<file path="config.mk">
export PLATFORM = sky130hd
export DESIGN_NAME = multichannel_moving_average_unit_flat
export DESIGN_NICKNAME = d
export VERILOG_FILES = /design/src/mma_pkg.sv /design/src/mma_if.sv /design/src/mma_front.sv /design/src/mma_queue.sv /design/src/mma_back.sv /design/src/multichannel_moving_average_unit.sv /design/src/flat_wrapper.sv
export SDC_FILE = /design/constraint.sdc
export NUM_CORES = 1
export LEC_CHECK = 0
export BUFFER_PORTS_ARGS = -buffer_cell sky130_fd_sc_hd__buf_2
export CAP_MARGIN = 20
export CORE_ASPECT_RATIO = 0.9
export CORE_MARGIN = 2
export CORE_UTILIZATION = 25
export DETAILED_ROUTE_END_ITERATION = 10
export PLACE_DENSITY = 0.43
export SLEW_MARGIN = 30
export SYNTH_ARGS = -nofsm -noshare
export SYNTH_HDL_FRONTEND = slang
export SYNTH_SLANG_ARGS = --single-unit
</file>
<file path="constraint.sdc">
create_clock -name clk -period 10.7 [get_ports clk]
set_clock_uncertainty 0.1 [all_clocks]
set_input_delay 1.07 -clock clk [delete_from_list [all_inputs] [get_ports clk]]
set_output_delay 1.07 -clock clk [all_outputs]
set_load 0.01 [all_outputs]
</file>
<file path="src/mma_pkg.sv">
// Package for the multichannel moving average unit.
// Holds sizes, fixed-point constants, status codes and the queue item type.
// No dependencies; every other file imports it.
package mma_pkg;

    localparam int CHANNELS = 3;
    localparam int WINDOW   = 10;

    localparam int CHAN_W     = 3;
    localparam int SAMPLE_W   = 12;
    localparam int MEAN_W     = 12;
    localparam int MV_W       = 12;
    localparam int STATUS_W   = 2;
    localparam int SUM_W      = 16;
    localparam int CHAN_CMP_W = CHAN_W + 1;

    localparam int CH_IDX_W = (CHANNELS > 1) ? $clog2(CHANNELS) : 1;
    localparam int POS_W    = (WINDOW > 1) ? $clog2(WINDOW) : 1;
    localparam int SLOTS    = CHANNELS * WINDOW;
    localparam int SLOT_W   = (SLOTS > 1) ? $clog2(SLOTS) : 1;

    localparam int DIV_SHIFT  = 20;
    localparam int RECIP_W    = DIV_SHIFT + 1;
    localparam logic [RECIP_W-1:0] DIV_RECIP = RECIP_W'((1 << DIV_SHIFT) / WINDOW);
    localparam int DIV_PROD_W = SUM_W + RECIP_W;

    localparam int MV_SCALE   = 3300;
    localparam int MV_SCALE_W = 12;
    localparam int MV_SHIFT   = 12;
    localparam int MV_PROD_W  = MEAN_W + MV_SCALE_W;

    localparam int QUEUE_DEPTH = 4;
    localparam int QPTR_W      = 2;
    localparam int QCNT_W      = 3;

    typedef enum logic [STATUS_W-1:0] {
        ST_OK          = 2'd0,
        ST_BAD_CHANNEL = 2'd1,
        ST_READ_FAILED = 2'd2
    } status_t;

    typedef struct packed {
        status_t               status;
        logic [CH_IDX_W-1:0]   ch;
        logic [SLOT_W-1:0]     base;
        logic [SAMPLE_W-1:0]   sample;
    } mma_item_t;

endpackage

</file>
<file path="src/mma_if.sv">
// Channel interfaces: converter samples in, averaged results out.
// Depends on mma_pkg for field widths.
interface mma_adc_if import mma_pkg::*; ();
    logic                valid;
    logic                ready;
    logic [CHAN_W-1:0]   channel;
    logic [SAMPLE_W-1:0] sample;
    logic                read_failed;

    modport source (output valid, channel, sample, read_failed, input ready);
    modport sink   (input valid, channel, sample, read_failed, output ready);
endinterface

interface mma_avg_if import mma_pkg::*; ();
    logic                valid;
    logic                ready;
    logic [MEAN_W-1:0]   mean_code;
    logic [MV_W-1:0]     millivolts;
    logic [STATUS_W-1:0] status;

    modport source (output valid, mean_code, millivolts, status, input ready);
    modport sink   (input valid, mean_code, millivolts, status, output ready);
endinterface

</file>
<file path="src/mma_front.sv">
// Front end: accepts converter beats, checks channel and read flag,
// and forms the queue item with the channel's ring base. Uses mma_pkg.
module mma_front import mma_pkg::*; (
    input  logic          clk,
    input  logic          rst_n,
    mma_adc_if.sink       adc,
    output logic          push_valid,
    input  logic          push_ready,
    output mma_item_t     push_item
);

    logic      valid_reg;
    logic      valid_next;
    mma_item_t item_reg;
    mma_item_t item_next;
    logic      take;
    logic      bad_channel;

    assign adc.ready   = !valid_reg || push_ready;
    assign take        = adc.valid && adc.ready;
    assign bad_channel = CHAN_CMP_W'(adc.channel) >= CHAN_CMP_W'(CHANNELS);

    always_comb
    begin
        item_next        = item_reg;
        valid_next       = valid_reg;
        if (take)
        begin
            valid_next       = 1'b1;
            item_next.sample = adc.sample;
            if (bad_channel)
            begin
                item_next.status = ST_BAD_CHANNEL;
                item_next.ch     = '0;
                item_next.base   = '0;
            end
            else
            begin
                item_next.status = adc.read_failed ? ST_READ_FAILED : ST_OK;
                item_next.ch     = adc.channel[CH_IDX_W-1:0];
                item_next.base   = SLOT_W'(adc.channel[CH_IDX_W-1:0]) * SLOT_W'(WINDOW);
            end
        end
        else if (push_ready)
        begin
            valid_next = 1'b0;
        end
    end

    always_ff @(posedge clk or negedge rst_n)
    begin
        if (!rst_n)
        begin
            valid_reg <= 1'b0;
        end
        else
        begin
            valid_reg <= valid_next;
        end
    end

    always_ff @(posedge clk)
    begin
        item_reg <= item_next;
    end

    assign push_valid = valid_reg;
    assign push_item  = item_reg;

endmodule

</file>
<file path="src/mma_queue.sv">
// Short FIFO between front and back ends so each side stalls on its own.
// Depends on mma_pkg for the item type and depth.
module mma_queue import mma_pkg::*; (
    input  logic      clk,
    input  logic      rst_n,
    input  logic      push_valid,
    output logic      push_ready,
    input  mma_item_t push_item,
    output logic      pop_valid,
    input  logic      pop_ready,
    output mma_item_t pop_item
);

    mma_item_t          entry_reg [QUEUE_DEPTH];
    logic [QPTR_W-1:0]  wr_ptr_reg;
    logic [QPTR_W-1:0]  wr_ptr_next;
    logic [QPTR_W-1:0]  rd_ptr_reg;
    logic [QPTR_W-1:0]  rd_ptr_next;
    logic [QCNT_W-1:0]  count_reg;
    logic [QCNT_W-1:0]  count_next;
    logic               push;
    logic               pop;

    assign push_ready = count_reg != QCNT_W'(QUEUE_DEPTH);
    assign pop_valid  = count_reg != '0;
    assign push       = push_valid && push_ready;
    assign pop        = pop_valid && pop_ready;
    assign pop_item   = entry_reg[rd_ptr_reg];

    always_comb
    begin
        wr_ptr_next = push ? wr_ptr_reg + 1'b1 : wr_ptr_reg;
        rd_ptr_next = pop ? rd_ptr_reg + 1'b1 : rd_ptr_reg;
        count_next  = count_reg;
        if (push && !pop)
        begin
            count_next = count_reg + 1'b1;
        end
        else if (pop && !push)
        begin
            count_next = count_reg - 1'b1;
        end
    end

    always_ff @(posedge clk or negedge rst_n)
    begin
        if (!rst_n)
        begin
            wr_ptr_reg <= '0;
            rd_ptr_reg <= '0;
            count_reg  <= '0;
        end
        else
        begin
            wr_ptr_reg <= wr_ptr_next;
            rd_ptr_reg <= rd_ptr_next;
            count_reg  <= count_next;
        end
    end

    always_ff @(posedge clk)
    begin
        if (push)
        begin
            entry_reg[wr_ptr_reg] <= push_item;
        end
    end

endmodule

</file>
<file path="src/mma_back.sv">
// Back end: ring update with running sum, divide by the window through a
// reciprocal multiply, millivolt scaling and the output register. Uses mma_pkg.
module mma_back import mma_pkg::*; (
    input  logic      clk,
    input  logic      rst_n,
    input  logic      pop_valid,
    output logic      pop_ready,
    input  mma_item_t pop_item,
    mma_avg_if.source avg
);

    logic [SAMPLE_W-1:0] store_reg [SLOTS];
    logic [SUM_W-1:0]    sum_reg   [CHANNELS];
    logic [POS_W-1:0]    pos_reg   [CHANNELS];

    logic                adv;
    logic                write_en;
    logic [POS_W-1:0]    pos_cur;
    logic [POS_W-1:0]    pos_next;
    logic [SLOT_W-1:0]   slot;
    logic [SUM_W-1:0]    sum_next;

    logic                a_valid_reg;
    status_t             a_status_reg;
    logic [SUM_W-1:0]    a_sum_reg;

    logic                b_valid_reg;
    status_t             b_status_reg;
    logic [SUM_W-1:0]    b_sum_reg;
    logic [DIV_PROD_W-1:0] b_prod_reg;
    logic [DIV_PROD_W-1:0] b_prod_next;

    logic                c_valid_reg;
    status_t             c_status_reg;
    logic [MEAN_W-1:0]   c_mean_reg;
    logic [MEAN_W-1:0]   c_mean_next;
    logic [SUM_W-1:0]    quot_est;
    logic [SUM_W-1:0]    rem;

    logic                d_valid_reg;
    status_t             d_status_reg;
    logic [MEAN_W-1:0]   d_mean_reg;
    logic [MV_PROD_W-1:0] d_mvprod_reg;
    logic [MV_PROD_W-1:0] d_mvprod_next;

    logic                out_valid_reg;
    logic [MEAN_W-1:0]   mean_reg;
    logic [MEAN_W-1:0]   mean_next;
    logic [MV_W-1:0]     mv_reg;
    logic [MV_W-1:0]     mv_next;
    status_t             status_reg;

    // advance the whole pipe unless the result register is held
    assign adv       = !out_valid_reg || avg.ready;
    assign pop_ready = adv;
    assign write_en  = adv && pop_valid && (pop_item.status == ST_OK);

    always_comb
    begin
        pos_cur  = pos_reg[pop_item.ch];
        pos_next = (pos_cur == POS_W'(WINDOW - 1)) ? '0 : pos_cur + 1'b1;
        slot     = pop_item.base + SLOT_W'(pos_cur);
        sum_next = sum_reg[pop_item.ch] - SUM_W'(store_reg[slot])
                 + SUM_W'(pop_item.sample);
    end

    always_ff @(posedge clk or negedge rst_n)
    begin
        if (!rst_n)
        begin
            for (int i = 0; i < SLOTS; i++)
            begin
                store_reg[i] <= '0;
            end
            for (int c = 0; c < CHANNELS; c++)
            begin
                sum_reg[c] <= '0;
                pos_reg[c] <= '0;
            end
        end
        else if (write_en)
        begin
            store_reg[slot]       <= pop_item.sample;
            sum_reg[pop_item.ch]  <= sum_next;
            pos_reg[pop_item.ch]  <= pos_next;
        end
    end

    always_comb
    begin
        b_prod_next   = DIV_PROD_W'(a_sum_reg) * DIV_PROD_W'(DIV_RECIP);
        quot_est      = b_prod_reg[DIV_SHIFT +: SUM_W];
        rem           = b_sum_reg - SUM_W'(quot_est * SUM_W'(WINDOW));
        c_mean_next   = (rem >= SUM_W'(WINDOW)) ? MEAN_W'(quot_est + 1'b1)
                                                : MEAN_W'(quot_est);
        d_mvprod_next = MV_PROD_W'(c_mean_reg) * MV_PROD_W'(MV_SCALE);
        // drop values of failed items
        mean_next     = (d_status_reg == ST_OK) ? d_mean_reg : '0;
        mv_next       = (d_status_reg == ST_OK) ? d_mvprod_reg[MV_SHIFT +: MV_W] : '0;
    end

    always_ff @(posedge clk or negedge rst_n)
    begin
        if (!rst_n)
        begin
            a_valid_reg   <= 1'b0;
            b_valid_reg   <= 1'b0;
            c_valid_reg   <= 1'b0;
            d_valid_reg   <= 1'b0;
            out_valid_reg <= 1'b0;
        end
        else if (adv)
        begin
            a_valid_reg   <= pop_valid;
            b_valid_reg   <= a_valid_reg;
            c_valid_reg   <= b_valid_reg;
            d_valid_reg   <= c_valid_reg;
            out_valid_reg <= d_valid_reg;
        end
    end

    always_ff @(posedge clk)
    begin
        if (adv)
        begin
            a_status_reg <= pop_item.status;
            a_sum_reg    <= sum_next;
            b_status_reg <= a_status_reg;
            b_sum_reg    <= a_sum_reg;
            b_prod_reg   <= b_prod_next;
            c_status_reg <= b_status_reg;
            c_mean_reg   <= c_mean_next;
            d_status_reg <= c_status_reg;
            d_mean_reg   <= c_mean_reg;
            d_mvprod_reg <= d_mvprod_next;
            status_reg   <= d_status_reg;
            mean_reg     <= mean_next;
            mv_reg       <= mv_next;
        end
    end

    assign avg.valid      = out_valid_reg;
    assign avg.mean_code  = mean_reg;
    assign avg.millivolts = mv_reg;
    assign avg.status     = status_reg;

endmodule

</file>
<file path="src/multichannel_moving_average_unit.sv">
// Top level of the multichannel moving average unit.
// Depends on mma_pkg, mma_if, mma_front, mma_queue and mma_back.
//
// Usage:
//   adc: one beat per converter reading (channel, sample, read_failed).
//   avg: one beat per input beat, in order (mean_code, millivolts, status).
//   Each good reading on a valid channel replaces the oldest entry of that
//   channel's ring of WINDOW samples and updates its running sum; the result
//   is the truncated window mean and floor(mean * 3300 / 4096).
//   A channel at or above CHANNELS returns status 1, a failed read status 2;
//   both return zero values and leave all state untouched.
// Timing:
//   Throughput is one beat per cycle while avg is not held, set by the ring
//   and sum update in the back end. Beats pass from adc accept to avg valid
//   through the front register, queue, ring update, reciprocal multiply,
//   correction, millivolt multiply and the result register.
// Reset:
//   Clears all rings, sums and ring positions at once; means taken before a
//   window fills include those zeros.
// Stall:
//   A held avg beat freezes the back pipe; the 4-entry queue and the front
//   register then absorb beats until adc.ready drops.
module multichannel_moving_average_unit import mma_pkg::*; (
    input  logic      clk,
    input  logic      rst_n,
    mma_adc_if.sink   adc,
    mma_avg_if.source avg
);

    logic      push_valid;
    logic      push_ready;
    mma_item_t push_item;
    logic      pop_valid;
    logic      pop_ready;
    mma_item_t pop_item;

    mma_front u_front (
        .clk        (clk),
        .rst_n      (rst_n),
        .adc        (adc),
        .push_valid (push_valid),
        .push_ready (push_ready),
        .push_item  (push_item)
    );

    mma_queue u_queue (
        .clk        (clk),
        .rst_n      (rst_n),
        .push_valid (push_valid),
        .push_ready (push_ready),
        .push_item  (push_item),
        .pop_valid  (pop_valid),
        .pop_ready  (pop_ready),
        .pop_item   (pop_item)
    );

    mma_back u_back (
        .clk        (clk),
        .rst_n      (rst_n),
        .pop_valid  (pop_valid),
        .pop_ready  (pop_ready),
        .pop_item   (pop_item),
        .avg        (avg)
    );

endmodule
</file>
<file path="src/flat_wrapper.sv">
// flat-port wrapper written by rule: the top's interface ports become plain ports
module multichannel_moving_average_unit_flat import mma_pkg::*;
  (clk, rst_n, adc_valid, adc_channel, adc_sample, adc_read_failed, adc_ready, avg_valid, avg_mean_code, avg_millivolts, avg_status, avg_ready);
  mma_adc_if adc_i ();
  mma_avg_if avg_i ();
  input  logic clk;
  input  logic rst_n;
  input wire logic [$bits(adc_i.valid)-1:0] adc_valid;
  input wire logic [$bits(adc_i.channel)-1:0] adc_channel;
  input wire logic [$bits(adc_i.sample)-1:0] adc_sample;
  input wire logic [$bits(adc_i.read_failed)-1:0] adc_read_failed;
  output wire logic [$bits(adc_i.ready)-1:0] adc_ready;
  output wire logic [$bits(avg_i.valid)-1:0] avg_valid;
  output wire logic [$bits(avg_i.mean_code)-1:0] avg_mean_code;
  output wire logic [$bits(avg_i.millivolts)-1:0] avg_millivolts;
  output wire logic [$bits(avg_i.status)-1:0] avg_status;
  input wire logic [$bits(avg_i.ready)-1:0] avg_ready;
  assign adc_i.valid = adc_valid;
  assign adc_i.channel = adc_channel;
  assign adc_i.sample = adc_sample;
  assign adc_i.read_failed = adc_read_failed;
  assign adc_ready = adc_i.ready;
  assign avg_valid = avg_i.valid;
  assign avg_mean_code = avg_i.mean_code;
  assign avg_millivolts = avg_i.millivolts;
  assign avg_status = avg_i.status;
  assign avg_i.ready = avg_ready;
  multichannel_moving_average_unit u_core (.clk(clk), .rst_n(rst_n), .adc(adc_i), .avg(avg_i));
endmodule
</file>
==> results.json <==
{
  "globalRouteOverflowTotal": 0,
  "clk_latency_ps": 670,
  "viasPerCell": 4.43,
  "fillCellCount": 13900,
  "worstReg2RegEnd": "u_core.u_back.sum_reg[14]$_DFFE_PN0P_",
  "critPathLaunch": "u_core.u_queue.rd_ptr_reg[1]$_DFFE_PN0P_",
  "synth_top_cell_by_area": "dfrtp_1",
  "synth_top_cells_by_area": "dfrtp_1, edfxtp_1, ha_1",
  "ant_nets": 0,
  "cp_max_fo": 26,
  "layoutNonFillerInstCount": 4662,
  "synth-warning-count": 0,
  "dr.pass1.iters": 5,
  "drt_iter0_drc": 1020,
  "rrSetupSlack_ps": 2520,
  "hold_slack_ps": 250,
  "root_buffer": "clkbuf_16",
  "syn_to_final_growth_pct": 14.4,
  "drcViolationCount": 0,
  "synth_edf_count": 194,
  "grt_start_max_net_pins": 70,
  "die-area_um2": 139000,
  "ys_seq_area_share_pct": 49.0,
  "cts_resized": 0,
  "synth_cells": 2734,
  "critPathCaptureType": "flop",
  "io_pins": 48,
  "stdcell_area_um2": 38900,
  "synth.ff_latch_count": 627,
  "cts_sinks": 627,
  "vias": 20700,
  "reg2reg_depth": 26,
  "r2r_start": "u_core.u_queue.rd_ptr_reg[1]$_DFFE_PN0P_",
  "required_ps": 11190,
  "antenna_cells": 0,
  "arrival_ps": 8670,
  "largest_reg_flops": 360,
  "syn-cell-area_um2": 34000,
  "avgSynthCellArea_um2": 12.4,
  "cts_max_level": 3,
  "cts_buffers": 70,
  "row_count": 128,
  "drive_above_1_share_pct": 21.2,
  "dp.cells": 4534,
  "grt_pass1_wl_mm": 136,
  "grt_antenna_before_repair": 1,
  "netlist.area_leader.share_pct": 31.8,
  "setup_violations": 0,
  "synth_nets": 3101,
  "place.detailed.hpwl_mm": 59.9,
  "hold_path_class": "in2async",
  "core_um2": 135000,
  "fin_tns_setup_ps": 0,
  "critical_path_class": "reg2reg",
  "synthArstFlopShare_pct": 69.1,
  "min_period_over_period_pct": 76.5,
  "tightest_slew_ps": 1000,
  "maxCapViolations": 0,
  "clk_pin_slew_ps": 60,
  "crit_end": "u_core.u_back.sum_reg[14]$_DFFE_PN0P_",
  "final_nets": 3153,
  "status": "finished clean",
  "initial_core_util_pct": 25.2,
  "placed_cell_area_um2": 36600,
  "cts_tree": "yes",
  "die_w_um": 393,
  "final_common_cell": "dfrtp_1",
  "max-slew-margin-rel_pct": 32.7,
  "rsz0062_at_grt": "false",
  "die_y_um": 354,
  "layout_common_cells": "dfrtp_1, mux2_2, nand2_1, ha_1, inv_1",
  "routabilityCongestion": 0.803,
  "multi_input_area_um2": 16100,
  "grt_pass1_vias": 21500,
  "max_freq_mhz": 122,
  "cts_setup_buffers": 0,
  "routedWlPerCell_um": 18.6,
  "ys_types": 70,
  "seqCellArea_um2": 16700,
  "cts_hold_buf": 0,
  "grt_usage_pct": 12.7,
  "finalCriticalPeriod_ps": 8180,
  "crit_path_start_kind": "flop",
  "portBuffers": 47,
  "slew_viol_final": 0,
  "hold_viol_final": 0,
  "clockBufferDepth": 3,
  "wl_mm": 86.8,
  "synthFlopType": "dfrtp_1"
}
worst min path at each step:
| stage | start | endpoint | slack, ps | cells past startpoint |
|---|---|---|---|---|
| floorplan | u_core.u_back.a_status_reg[0]$_DFFE_PN_ | u_core.u_back.b_status_reg[0]$_DFFE_PN_ | 300 | 0 |
| global placement | u_core.u_back.b_status_reg[0]$_DFFE_PN_ | u_core.u_back.c_status_reg[0]$_DFFE_PN_ | 300 | 0 |
| detailed placement | u_core.u_back.a_status_reg[0]$_DFFE_PN_ | u_core.u_back.b_status_reg[0]$_DFFE_PN_ | 300 | 0 |
| CTS | rst_n | u_core.u_back.store_reg[315]$_DFFE_PN0P_ | 230 | 1 |
| global route | rst_n | u_core.u_back.store_reg[34]$_DFFE_PN0P_ | 270 | 1 |
| finish | rst_n | u_core.u_back.store_reg[70]$_DFFE_PN0P_ | 250 | 1 |
cell type report:
type                            instances  area share, %
Sequential cell                       627           42.8
Multi-Input combinational cell       1748           41.3
Tap cell                             1820           5.85
Clock buffer                          101           5.17
Inverter                              240           2.32
Timing Repair Buffer                   99           1.74
Clock inverter                         27          0.848
per-layer routing:
layer	global-route usage (%)	vias up	share of wire (%)
met5	0	-	0
met4	3.72	0	2.4
met3	1.74	114	2.9
met2	19.6	297	45
met1	18.4	10500	50
li1	-	9759	-
synth_stat cells, drive strengths merged, types with 19 or more instances:
cell,n
o21a,22
inv,240
o21ai,201
mux4,89
ha,243
a21oi,78
xnor2,49
edfxtp,194
a22oi,24
mux2i,32
nor3,29
buf,39
clkbuf,80
fa,104
xor2,31
o22ai,19
and2,33
nand2,263
dfrtp,433
nor2,86
mux2,269
per-stage QoR:
stage | worst slack, ps | util (%)
final | 2520 | 28.8
after global routing | 1880 | 28.8
after CTS | 2530 | 28.8
after detailed placement | 2590 | 27.1
after global placement | 2710 | 27.0
after floorplan | 4150 | -
critical path, stage by stage (launching register included):
cell and delay [ps]:
dfrtp_1 400, buf_4 410, mux4_2 750, buf_4 340
mux2i_1 210, nor2_1 60, a21oi_1 260, inv_1 80
ha_1 350, a21oi_1 120, xnor2_1 570, nand3_1 440
or2_2 490, a21oi_1 140, a21oi_1 60, nand4_1 190
fa_1 490, fa_1 470, nor2b_1 110, o21ai_0 120
a21boi_0 240, o21ai_0 130, a21boi_0 560, o21ai_0 210
o21ai_0 240, xor2_1 330, mux2_2 220
kinds of logic (layout without fill, tap and decap cells):
logic type,count (synthesis),in the layout,synth area share (%)
buffers and inverters,359,467,4.13
adders and majority gates,347,347,15.1
AOI/OAI and AO/OA,415,415,7.17
muxes,390,390,15.7
xor gates and xnor gates,80,80,2.06
and+or+nand+nor,516,516,6.88
DFF,627,627,49.0
Power is left out: the tool's default activity adds up to more than one toggle a clock period on the data nets, which glitch-free logic cannot reach.
